File: src/sv/adpp_pkg.sv
`timescale 1ns / 1ps
// ----------------------------------------------------------------------------
// adpp_pkg
// Shared types and constants of the ArtDmx pixel packetizer.
// ----------------------------------------------------------------------------
package adpp_pkg;

    localparam int PIXELS_PER_PACKET_DEF = 170;
    localparam int MAX_FRAME_PIXELS_DEF  = 16384;
    localparam int QUEUE_DEPTH_DEF       = 4;

    localparam int CFG_W   = 15;
    localparam int COLOR_W = 16;
    localparam logic [CFG_W-1:0] FRAME_PIXELS_RST = CFG_W'(170);

    localparam int BIDX_W = 5;
    localparam logic [BIDX_W-1:0] BIDX_OPC_LO   = BIDX_W'(8);
    localparam logic [BIDX_W-1:0] BIDX_OPC_HI   = BIDX_W'(9);
    localparam logic [BIDX_W-1:0] BIDX_VER_HI   = BIDX_W'(10);
    localparam logic [BIDX_W-1:0] BIDX_VER_LO   = BIDX_W'(11);
    localparam logic [BIDX_W-1:0] BIDX_SEQ      = BIDX_W'(12);
    localparam logic [BIDX_W-1:0] BIDX_PHYS     = BIDX_W'(13);
    localparam logic [BIDX_W-1:0] BIDX_UNIV_LO  = BIDX_W'(14);
    localparam logic [BIDX_W-1:0] BIDX_UNIV_HI  = BIDX_W'(15);
    localparam logic [BIDX_W-1:0] BIDX_LEN_HI   = BIDX_W'(16);
    localparam logic [BIDX_W-1:0] BIDX_LEN_LO   = BIDX_W'(17);
    localparam logic [BIDX_W-1:0] BIDX_RED      = BIDX_W'(18);
    localparam logic [BIDX_W-1:0] BIDX_GREEN    = BIDX_W'(19);
    localparam logic [BIDX_W-1:0] BIDX_BLUE     = BIDX_W'(20);

    localparam logic [7:0] OPCODE_DMX   = 8'h50;
    localparam logic [7:0] PROT_VERSION = 8'd14;

    localparam logic [7:0] ART_ID [8] = '{
        8'h41, 8'h72, 8'h74, 8'h2D, 8'h4E, 8'h65, 8'h74, 8'h00
    };

    typedef struct packed {
        logic        hdr;
        logic [7:0]  seq;
        logic [14:0] univ;
        logic [15:0] len3;
        logic [7:0]  red;
        logic [7:0]  green;
        logic [7:0]  blue;
        logic        endp;
        logic        endf;
    } t_item;

    typedef struct packed {
        logic full;
        logic empty;
    } t_q_status;

endpackage

File: src/sv/adpp_front.sv
`timescale 1ns / 1ps
// ----------------------------------------------------------------------------
// adpp_front
// Accepts pixels, tracks packet and frame position, builds queue entries.
// ----------------------------------------------------------------------------
module adpp_front #(
    parameter int PIXELS_PER_PACKET = adpp_pkg::PIXELS_PER_PACKET_DEF,
    parameter int MAX_FRAME_PIXELS  = adpp_pkg::MAX_FRAME_PIXELS_DEF
) (
    input  logic                           i_clk,
    input  logic                           i_rst_n,
    input  logic                           i_cfg_we,
    input  logic [adpp_pkg::CFG_W-1:0]     i_cfg_wdata,
    input  logic                           i_accept,
    input  logic [adpp_pkg::COLOR_W-1:0]   i_red,
    input  logic [adpp_pkg::COLOR_W-1:0]   i_green,
    input  logic [adpp_pkg::COLOR_W-1:0]   i_blue,
    output adpp_pkg::t_item                o_item
);
    import adpp_pkg::*;

    localparam int SW = $clog2(MAX_FRAME_PIXELS + 1);
    localparam int CW = (SW > CFG_W) ? SW : CFG_W;
    localparam logic [CW-1:0] MAX_FP = CW'(MAX_FRAME_PIXELS);
    localparam logic [CW-1:0] PPP_CW = CW'(PIXELS_PER_PACKET);
    localparam logic [7:0]    PPP_8  = 8'(PIXELS_PER_PACKET);

    logic [CFG_W-1:0] r_cfg;
    logic [7:0]       r_seq,  n_seq;
    logic [14:0]      r_univ, n_univ;
    logic [CW-1:0]    r_sent, n_sent;
    logic [7:0]       r_pix,  n_pix;
    logic [7:0]       r_len,  n_len;
    logic             r_last, n_last;

    logic [CW-1:0] cfg_ext, fp, base_sent, remaining;
    logic [14:0]   base_univ;
    logic          hdr, restart, new_last;
    logic [7:0]    new_len, pix_inc;
    logic          endp, endf;

    function automatic logic [7:0] sat8(input logic [COLOR_W-1:0] v);
        return (|v[COLOR_W-1:8]) ? 8'hFF : v[7:0];
    endfunction

    always_comb begin
        cfg_ext = CW'(r_cfg);
        if (cfg_ext == '0) begin
            fp = CW'(1);
        end else if (cfg_ext > MAX_FP) begin
            fp = MAX_FP;
        end else begin
            fp = cfg_ext;
        end
        hdr       = (r_pix == 8'd0);
        restart   = (r_sent >= fp);
        base_sent = restart ? '0 : r_sent;
        base_univ = restart ? '0 : r_univ;
        remaining = fp - base_sent;
        new_last  = (remaining <= PPP_CW);
        new_len   = new_last ? remaining[7:0] : PPP_8;

        n_seq  = r_seq;
        n_len  = r_len;
        n_last = r_last;
        if (hdr) begin
            n_seq  = r_seq + 8'd1;
            n_len  = new_len;
            n_last = new_last;
        end else begin
            base_sent = r_sent;
            base_univ = r_univ;
        end

        pix_inc = r_pix + 8'd1;
        endp    = (pix_inc >= n_len);
        endf    = endp && n_last;

        n_pix  = pix_inc;
        n_sent = base_sent;
        n_univ = base_univ;
        if (endp) begin
            n_pix = 8'd0;
            if (endf) begin
                n_sent = '0;
                n_univ = '0;
            end else begin
                n_sent = base_sent + PPP_CW;
                n_univ = base_univ + 15'd1;
            end
        end

        o_item.hdr   = hdr;
        o_item.seq   = r_seq;
        o_item.univ  = base_univ;
        o_item.len3  = {7'd0, new_len, 1'b0} + {8'd0, new_len};
        o_item.red   = sat8(i_red);
        o_item.green = sat8(i_green);
        o_item.blue  = sat8(i_blue);
        o_item.endp  = endp;
        o_item.endf  = endf;
    end

    always_ff @(posedge i_clk) begin
        if (!i_rst_n) begin
            r_cfg  <= FRAME_PIXELS_RST;
            r_seq  <= 8'd1;
            r_univ <= '0;
            r_sent <= '0;
            r_pix  <= '0;
            r_len  <= '0;
            r_last <= 1'b0;
        end else begin
            if (i_cfg_we) begin
                r_cfg <= i_cfg_wdata;
            end
            if (i_accept) begin
                r_seq  <= n_seq;
                r_univ <= n_univ;
                r_sent <= n_sent;
                r_pix  <= n_pix;
                r_len  <= n_len;
                r_last <= n_last;
            end
        end
    end

`ifndef SYNTH
    a_pix_in_packet: assert property (@(posedge i_clk) disable iff (!i_rst_n)
        r_pix == 8'd0 || r_pix < r_len)
        else $error("pixel position beyond latched packet length");
    a_endf_endp: assert property (@(posedge i_clk) disable iff (!i_rst_n)
        o_item.endf |-> o_item.endp)
        else $error("frame end without packet end");
    a_reset_after_frame: assert property (@(posedge i_clk) disable iff (!i_rst_n)
        i_accept && o_item.endf |=> r_pix == 8'd0 && r_univ == '0 && r_sent == '0)
        else $error("counters not cleared after frame end");
`endif

endmodule

File: src/sv/adpp_queue.sv
`timescale 1ns / 1ps
// ----------------------------------------------------------------------------
// adpp_queue
// Short FIFO of classified pixels between front and back.
// ----------------------------------------------------------------------------
module adpp_queue #(
    parameter int DEPTH = adpp_pkg::QUEUE_DEPTH_DEF
) (
    input  logic                i_clk,
    input  logic                i_rst_n,
    input  logic                i_push,
    input  adpp_pkg::t_item     i_item,
    input  logic                i_pop,
    output adpp_pkg::t_item     o_head,
    output adpp_pkg::t_q_status o_status
);
    import adpp_pkg::*;

    localparam int AW = (DEPTH > 1) ? $clog2(DEPTH) : 1;
    localparam int NW = $clog2(DEPTH + 1);

    t_item          r_mem [DEPTH];
    logic [AW-1:0]  r_wr, r_rd;
    logic [NW-1:0]  r_cnt;

    function automatic logic [AW-1:0] ptr_inc(input logic [AW-1:0] p);
        return (p == AW'(DEPTH - 1)) ? '0 : p + AW'(1);
    endfunction

    assign o_head         = r_mem[r_rd];
    assign o_status.full  = (r_cnt == NW'(DEPTH));
    assign o_status.empty = (r_cnt == '0);

    always_ff @(posedge i_clk) begin
        if (i_push) begin
            r_mem[r_wr] <= i_item;
        end
    end

    always_ff @(posedge i_clk) begin
        if (!i_rst_n) begin
            r_wr  <= '0;
            r_rd  <= '0;
            r_cnt <= '0;
        end else begin
            if (i_push) begin
                r_wr <= ptr_inc(r_wr);
            end
            if (i_pop) begin
                r_rd <= ptr_inc(r_rd);
            end
            if (i_push && !i_pop) begin
                r_cnt <= r_cnt + NW'(1);
            end else if (!i_push && i_pop) begin
                r_cnt <= r_cnt - NW'(1);
            end
        end
    end

`ifndef SYNTH
    a_no_overflow: assert property (@(posedge i_clk) disable iff (!i_rst_n)
        !(i_push && o_status.full))
        else $error("push into full queue");
    a_no_underflow: assert property (@(posedge i_clk) disable iff (!i_rst_n)
        !(i_pop && o_status.empty))
        else $error("pop from empty queue");
    a_count_range: assert property (@(posedge i_clk) disable iff (!i_rst_n)
        r_cnt <= NW'(DEPTH))
        else $error("queue count out of range");
`endif

endmodule

File: src/sv/adpp_back.sv
`timescale 1ns / 1ps
// ----------------------------------------------------------------------------
// adpp_back
// Serializes queue entries into header and colour bytes, one per beat.
// ----------------------------------------------------------------------------
module adpp_back (
    input  logic                i_clk,
    input  logic                i_rst_n,
    input  adpp_pkg::t_item     i_head,
    input  adpp_pkg::t_q_status i_status,
    output logic                o_pop,
    output logic                m_axis_tvalid,
    input  logic                m_axis_tready,
    output logic [7:0]          m_axis_tdata,
    output logic                m_axis_tlast,
    output logic                m_axis_tuser
);
    import adpp_pkg::*;

    logic [BIDX_W-1:0] r_idx;
    logic [BIDX_W-1:0] cur;
    logic              r_valid;
    logic [7:0]        r_data, n_data;
    logic              r_last, r_user;
    logic              advance, take, at_end;

    always_comb begin
        cur = (r_idx == '0 && !i_head.hdr) ? BIDX_RED : r_idx;
        case (cur)
            BIDX_OPC_LO:  n_data = 8'h00;
            BIDX_OPC_HI:  n_data = OPCODE_DMX;
            BIDX_VER_HI:  n_data = 8'h00;
            BIDX_VER_LO:  n_data = PROT_VERSION;
            BIDX_SEQ:     n_data = i_head.seq;
            BIDX_PHYS:    n_data = 8'h00;
            BIDX_UNIV_LO: n_data = i_head.univ[7:0];
            BIDX_UNIV_HI: n_data = {1'b0, i_head.univ[14:8]};
            BIDX_LEN_HI:  n_data = i_head.len3[15:8];
            BIDX_LEN_LO:  n_data = i_head.len3[7:0];
            BIDX_RED:     n_data = i_head.red;
            BIDX_GREEN:   n_data = i_head.green;
            BIDX_BLUE:    n_data = i_head.blue;
            default:      n_data = ART_ID[cur[2:0]];
        endcase
        at_end  = (cur == BIDX_BLUE);
        advance = !r_valid || m_axis_tready;
        take    = advance && !i_status.empty;
        o_pop   = take && at_end;
    end

    assign m_axis_tvalid = r_valid;
    assign m_axis_tdata  = r_data;
    assign m_axis_tlast  = r_last;
    assign m_axis_tuser  = r_user;

    always_ff @(posedge i_clk) begin
        if (take) begin
            r_data <= n_data;
            r_last <= at_end && i_head.endp;
            r_user <= at_end && i_head.endf;
        end
    end

    always_ff @(posedge i_clk) begin
        if (!i_rst_n) begin
            r_valid <= 1'b0;
            r_idx   <= '0;
        end else begin
            if (advance) begin
                r_valid <= !i_status.empty;
            end
            if (take) begin
                r_idx <= at_end ? '0 : cur + BIDX_W'(1);
            end
        end
    end

`ifndef SYNTH
    a_user_implies_last: assert property (@(posedge i_clk) disable iff (!i_rst_n)
        m_axis_tvalid && m_axis_tuser |-> m_axis_tlast)
        else $error("frame end flag without packet end flag");
    a_idx_range: assert property (@(posedge i_clk) disable iff (!i_rst_n)
        r_idx <= BIDX_BLUE)
        else $error("byte index out of range");
    a_idx_needs_entry: assert property (@(posedge i_clk) disable iff (!i_rst_n)
        r_idx != '0 |-> !i_status.empty)
        else $error("entry in progress but queue empty");
`endif

endmodule

File: src/sv/artdmx_pixel_packetizer.sv
`timescale 1ns / 1ps
// ----------------------------------------------------------------------------
// artdmx_pixel_packetizer
// Cuts a frame of RGB pixels into ArtDmx packets and streams their bytes.
//
//   port group      dir  payload
//   s_axis_*        in   tdata: red[15:0], green[31:16], blue[47:32]
//   m_axis_*        out  tdata: packet_byte; tlast: last_of_packet;
//                        tuser: last_of_frame
//   i_cfg_*         in   frame_pixels, written when i_cfg_we is high
//
// Output runs at one byte per cycle while m_axis_tready is high and the queue
// holds an entry: three bytes per pixel, 21 for a pixel that opens a packet (18 header bytes plus its colour bytes).
// The front takes a pixel in any cycle the queue has room, so pixels arrive
// back to back while the serializer drains header bytes.
// Reset is synchronous, active low; it clears counters, queue and output.
// Output stalls hold the byte register; the queue then fills and deasserts
// s_axis_tready.
// ----------------------------------------------------------------------------
module artdmx_pixel_packetizer #(
    parameter int PIXELS_PER_PACKET = adpp_pkg::PIXELS_PER_PACKET_DEF,
    parameter int MAX_FRAME_PIXELS  = adpp_pkg::MAX_FRAME_PIXELS_DEF,
    parameter int QUEUE_DEPTH       = adpp_pkg::QUEUE_DEPTH_DEF
) (
    input  logic                           i_clk,
    input  logic                           i_rst_n,
    input  logic                           i_cfg_we,
    input  logic [adpp_pkg::CFG_W-1:0]     i_cfg_wdata,
    input  logic                           s_axis_tvalid,
    output logic                           s_axis_tready,
    input  logic [3*adpp_pkg::COLOR_W-1:0] s_axis_tdata,  // red, green, blue
    output logic                           m_axis_tvalid,
    input  logic                           m_axis_tready,
    output logic [7:0]                     m_axis_tdata,  // packet_byte
    output logic                           m_axis_tlast,
    output logic                           m_axis_tuser   // last_of_frame
);
    import adpp_pkg::*;

    t_item     front_item, head;
    t_q_status q_status;
    logic      accept, pop;

    assign s_axis_tready = !q_status.full;
    assign accept        = s_axis_tvalid && !q_status.full;

    adpp_front #(
        .PIXELS_PER_PACKET (PIXELS_PER_PACKET),
        .MAX_FRAME_PIXELS  (MAX_FRAME_PIXELS)
    ) u_front (
        .i_clk       (i_clk),
        .i_rst_n     (i_rst_n),
        .i_cfg_we    (i_cfg_we),
        .i_cfg_wdata (i_cfg_wdata),
        .i_accept    (accept),
        .i_red       (s_axis_tdata[COLOR_W-1:0]),
        .i_green     (s_axis_tdata[2*COLOR_W-1:COLOR_W]),
        .i_blue      (s_axis_tdata[3*COLOR_W-1:2*COLOR_W]),
        .o_item      (front_item)
    );

    adpp_queue #(
        .DEPTH (QUEUE_DEPTH)
    ) u_queue (
        .i_clk    (i_clk),
        .i_rst_n  (i_rst_n),
        .i_push   (accept),
        .i_item   (front_item),
        .i_pop    (pop),
        .o_head   (head),
        .o_status (q_status)
    );

    adpp_back u_back (
        .i_clk         (i_clk),
        .i_rst_n       (i_rst_n),
        .i_head        (head),
        .i_status      (q_status),
        .o_pop         (pop),
        .m_axis_tvalid (m_axis_tvalid),
        .m_axis_tready (m_axis_tready),
        .m_axis_tdata  (m_axis_tdata),
        .m_axis_tlast  (m_axis_tlast),
        .m_axis_tuser  (m_axis_tuser)
    );

endmodule

File: config.mk
export PLATFORM = sky130hd
export DESIGN_NAME = artdmx_pixel_packetizer
export DESIGN_NICKNAME = d
export VERILOG_FILES = /design/src/sv/adpp_pkg.sv /design/src/sv/adpp_front.sv /design/src/sv/adpp_queue.sv /design/src/sv/adpp_back.sv /design/src/sv/artdmx_pixel_packetizer.sv
export SDC_FILE = /design/constraint.sdc
export NUM_CORES = 1
export LEC_CHECK = 0
export BUFFER_PORTS_ARGS = -buffer_cell sky130_fd_sc_hd__buf_2
export CAP_MARGIN = 25
export CORE_MARGIN = 3
export CORE_UTILIZATION = 50
export CTS_CLUSTER_DIAMETER = 40
export DETAILED_ROUTE_END_ITERATION = 6
export GPL_TIMING_DRIVEN = 0
export PLACE_DENSITY_LB_ADDON = 0.3
export SYNTH_ARGS = -nofsm -noshare
export SYNTH_HDL_FRONTEND = slang
export SYNTH_HIERARCHICAL = 1
export SYNTH_SLANG_ARGS = --single-unit
File: constraint.sdc
create_clock -name i_clk -period 21.2 [get_ports i_clk]
set_clock_uncertainty 0.1 [all_clocks]
set_input_delay 2.12 -clock i_clk [delete_from_list [all_inputs] [get_ports i_clk]]
set_output_delay 2.12 -clock i_clk [all_outputs]
set_load 0.02 [all_outputs]
==> impl_metrics.toml <==
[floorplan]
die_width_um = 190
die_area_mm2 = 0.0361
ios = 80
dieHeight_um = 190
rows = 66
start_util = 0.513
coreArea_mm2 = 0.0329

[power]
switching_share = 0.267
totalPowerFinal_uw = 1810
combPwrFrac = 0.144
p_seq_frac = 0.459
p_per_area_mw_per_mm2 = 93.2
vdd_drop_max_mv = 0.0535
power.internal_uw = 1330
clockPowerShare = 0.397
p_leak_uw = 0.00698
p_sw_uw = 484

[drt]
via_per_inst = 5.89
wl_per_cell_um = 20.2
drt_iter0_drc = 939
first_pass_iters = 5
drt_wl_total_um = 38500
route.detailed.drc = 0
antenna_left = 0
vias = 11200

[clock_tree]
postCtsHoldBufs = 0
cts-resized-gates = 0
cts.sinks = 359
cts_root_buf = "clkbuf_16"
clkLatencyLatePin_ps = 550
post-cts-setup-buffer-count = 0
cts_buffer_depth = 3
clk_pin_slew_ps = 60
cts_tree = "done"
numCtsBuffers = 46
h-tree-depth = 2

[synthesis]
synth_warnings = 6
synth_top_cell_area_share = 0.487
syn_area_mm2 = 0.0169
synth-xor-area-share = 0.0197
avgSynthCellArea_um2 = 13.1
synthAdderAreaFrac = 0.0465
synth.top_cells.by_count = "edfxtp_1 (274), nand2_1 (125), nor2_1 (88)"
synth_area_leaders = "edfxtp_1 (49%), dfxtp_1 (10%), mux4_2 (8.8%), ha_1 (4.3%), nand2_1 (2.8%)"
synth_compound_area_frac = 0.0817
yosys.area.top_type = "edfxtp_1"
synth-simple-area-share = 0.130
synth-edff-count = 274
synthMuxAreaShare = 0.104
synth_cell_types = 82
netlist_instances = 1291
yosysMostFrequentCell = "edfxtp_1"
ys.flop_type = "edfxtp_1"
ys_ff_latch = 359
synth_top_family_by_area = "simple AND/OR/NAND/NOR gates"
synth_async_sr_flop_share = 0
yosysSeqAreaShare = 0.587

[timing]
fin_crit_sh = 0.412
maxSlewViolCount = 0
tns_ps = 0
relSlewSlack = 0.456
hold_viol_final = 0
rsz0062_at_grt = "no"
setup_viol = 0
fmax_mhz = 114
worst_pin_slew_ps = 816
layout_min_cycle_time_ps = 8740

[worst_setup_path]
path_class = "reg2reg"
cp_max_fo = 10
startpoint_type = "flip-flop"
cp-end-kind = "flip-flop"
slowest_stage = "nor2_1"
cp.required_ps = 21570
critical_path.top_delay_family = "simple AND/OR/NAND/NOR gates"
crit_arrival_ps = 9110
critical-path-max-stage-delay_ps = 530
critical_path.most_common_cell = "a21oi_1"
crit_buf_inv = 4

[run]
cap_violations = 0

[status]
status = "finished, final reports clean"

[grt]
grt_usage = 0.212
grt_pass1_vias = 10900
grt_pass1_wl_um = 60200
grt_max_degree = 49
grt.overflow.total = 0
grt_antenna_before_repair = 0

[cells_and_area]
multi_input_area_mm2 = 0.00648
layout-drive-gt1-share = 0.205
antennaDiodeCount = 0
ff_latch_area_mm2 = 0.00993
final_nets = 1556
synthToLayoutAreaGrowth_pct = 15.0
fillers = 2599

[place]
port_buffers = 78
place_congestion = 0.917
dp_hpwl_um = 26900

[hold_path]
hold_class = "reg2reg"
-- state kept, by name, summed over array words and instances, names as in the netlist, named ones only --
name / cells
u_back/m_axis_tuser: 1
u_front/r_last: 1
u_back/m_axis_tlast: 1
u_queue/r_rd: 2
u_queue/r_wr: 2
u_front/cfg_ext: 15
u_queue/r_mem: 264
u_back/m_axis_tdata: 8
u_back/r_idx: 5
u_queue/r_cnt: 3
u_front/r_sent: 15
u_back/m_axis_tvalid: 1
u_front/r_seq: 8
u_front/r_len: 8
u_front/r_univ: 15
u_front/r_pix: 8
-- per-layer routing --
metal	global-route usage	up-vias	wire, µm
li1	-	5179	-
met1	0.294	5564	16400
met2	0.341	407	18200
met3	0.0352	79	2570
met4	0.0790	0	1300
met5	0	-	0
-- cells by family after synthesis --
logic type      Yosys count
simple gates            434
other cells               1
mux                      93
flops                   359
buf+inv                 111
fa+ha+maj                61
xor+xnor                 38
compound gates          194
-- power groups by stage --
stage               Clock [µW]  Sequential [µW]  Combinational, µW
finish                     720              831                262
global route               761              835                284
CTS                        731              831                260
detailed placement           0              846                258
global placement             0              848                250
floorplan                    0              853                162
-- cell type report --
class                      instances  area share
multi-input combinational        826       0.333
clock buffer                      56      0.0638
sequential                       359       0.511
tap                              442      0.0284
inverter                          45     0.00869
clock inverter                    30      0.0106
timing repair buffer              83      0.0261
buffer                            66      0.0183
-- final timing paths --
| check | start | end | slack, ps | cells past startpoint |
|---|---|---|---|---|
| worst min register to register | u_front/r_last$_SDFFE_PN0P_ | u_front/r_last$_SDFFE_PN0P_ | 360 | 2 |
| worst max register to register | u_front/cfg_ext[9]$_SDFFE_PN0P_ | u_front/r_univ[8]$_SDFFE_PN0P_ | 12460 | 34 |
| worst min-delay path | u_front/r_last$_SDFFE_PN0P_ | u_front/r_last$_SDFFE_PN0P_ | 360 | 2 |
| worst max-delay path | u_front/cfg_ext[9]$_SDFFE_PN0P_ | u_front/r_univ[8]$_SDFFE_PN0P_ | 12460 | 34 |
-- cells in the final DEF, fill, tap and decap left out, types with 18 or more instances in the layout --
cell type / instances
ha_1: 58
buf_2: 95
and3_1: 26
dfxtp_1: 85
clkbuf_16: 47
inv_1: 44
nor2_1: 88
xnor2_1: 19
xor2_1: 19
and2_1: 26
nand2_1: 125
a21oi_1: 52
nor2b_1: 18
mux4_2: 66
nor3_1: 21
or2_2: 28
mux2i_1: 26
edfxtp_1: 274
nand3_1: 28
clkbuf_1: 34
o21ai_0: 27
nor4_1: 20
-- stage by stage --
| stage | utilization | hold slack [ps] | cells | area, µm² | setup slack (ps) |
|---|---|---|---|---|---|
| final | 0.590 | 357 | 1907 | 19400 | 12460 |
| after floorplan | - | 337 | 1296 | 16900 | 14170 |
| after global placement | 0.542 | 346 | 1816 | 17900 | 12480 |
| after detailed placement | 0.546 | 347 | 1820 | 18000 | 12520 |
| after CTS | 0.590 | 354 | 1906 | 19400 | 12510 |
| after global routing | 0.590 | 379 | 1907 | 19400 | 11560 |
-- worst register-to-register path: cells and delay by family, from the launching register on --
kind | cells | cell delay [ps]
DFF | 1 | 330
AOI/OAI and AO/OA | 13 | 2800
xor gates and xnor gates | 1 | 230
adders and majority gates | 3 | 790
and+or+nand+nor | 13 | 3190
buffers and inverters | 4 | 1230
Note: power is estimated with default switching activity, not from simulation.
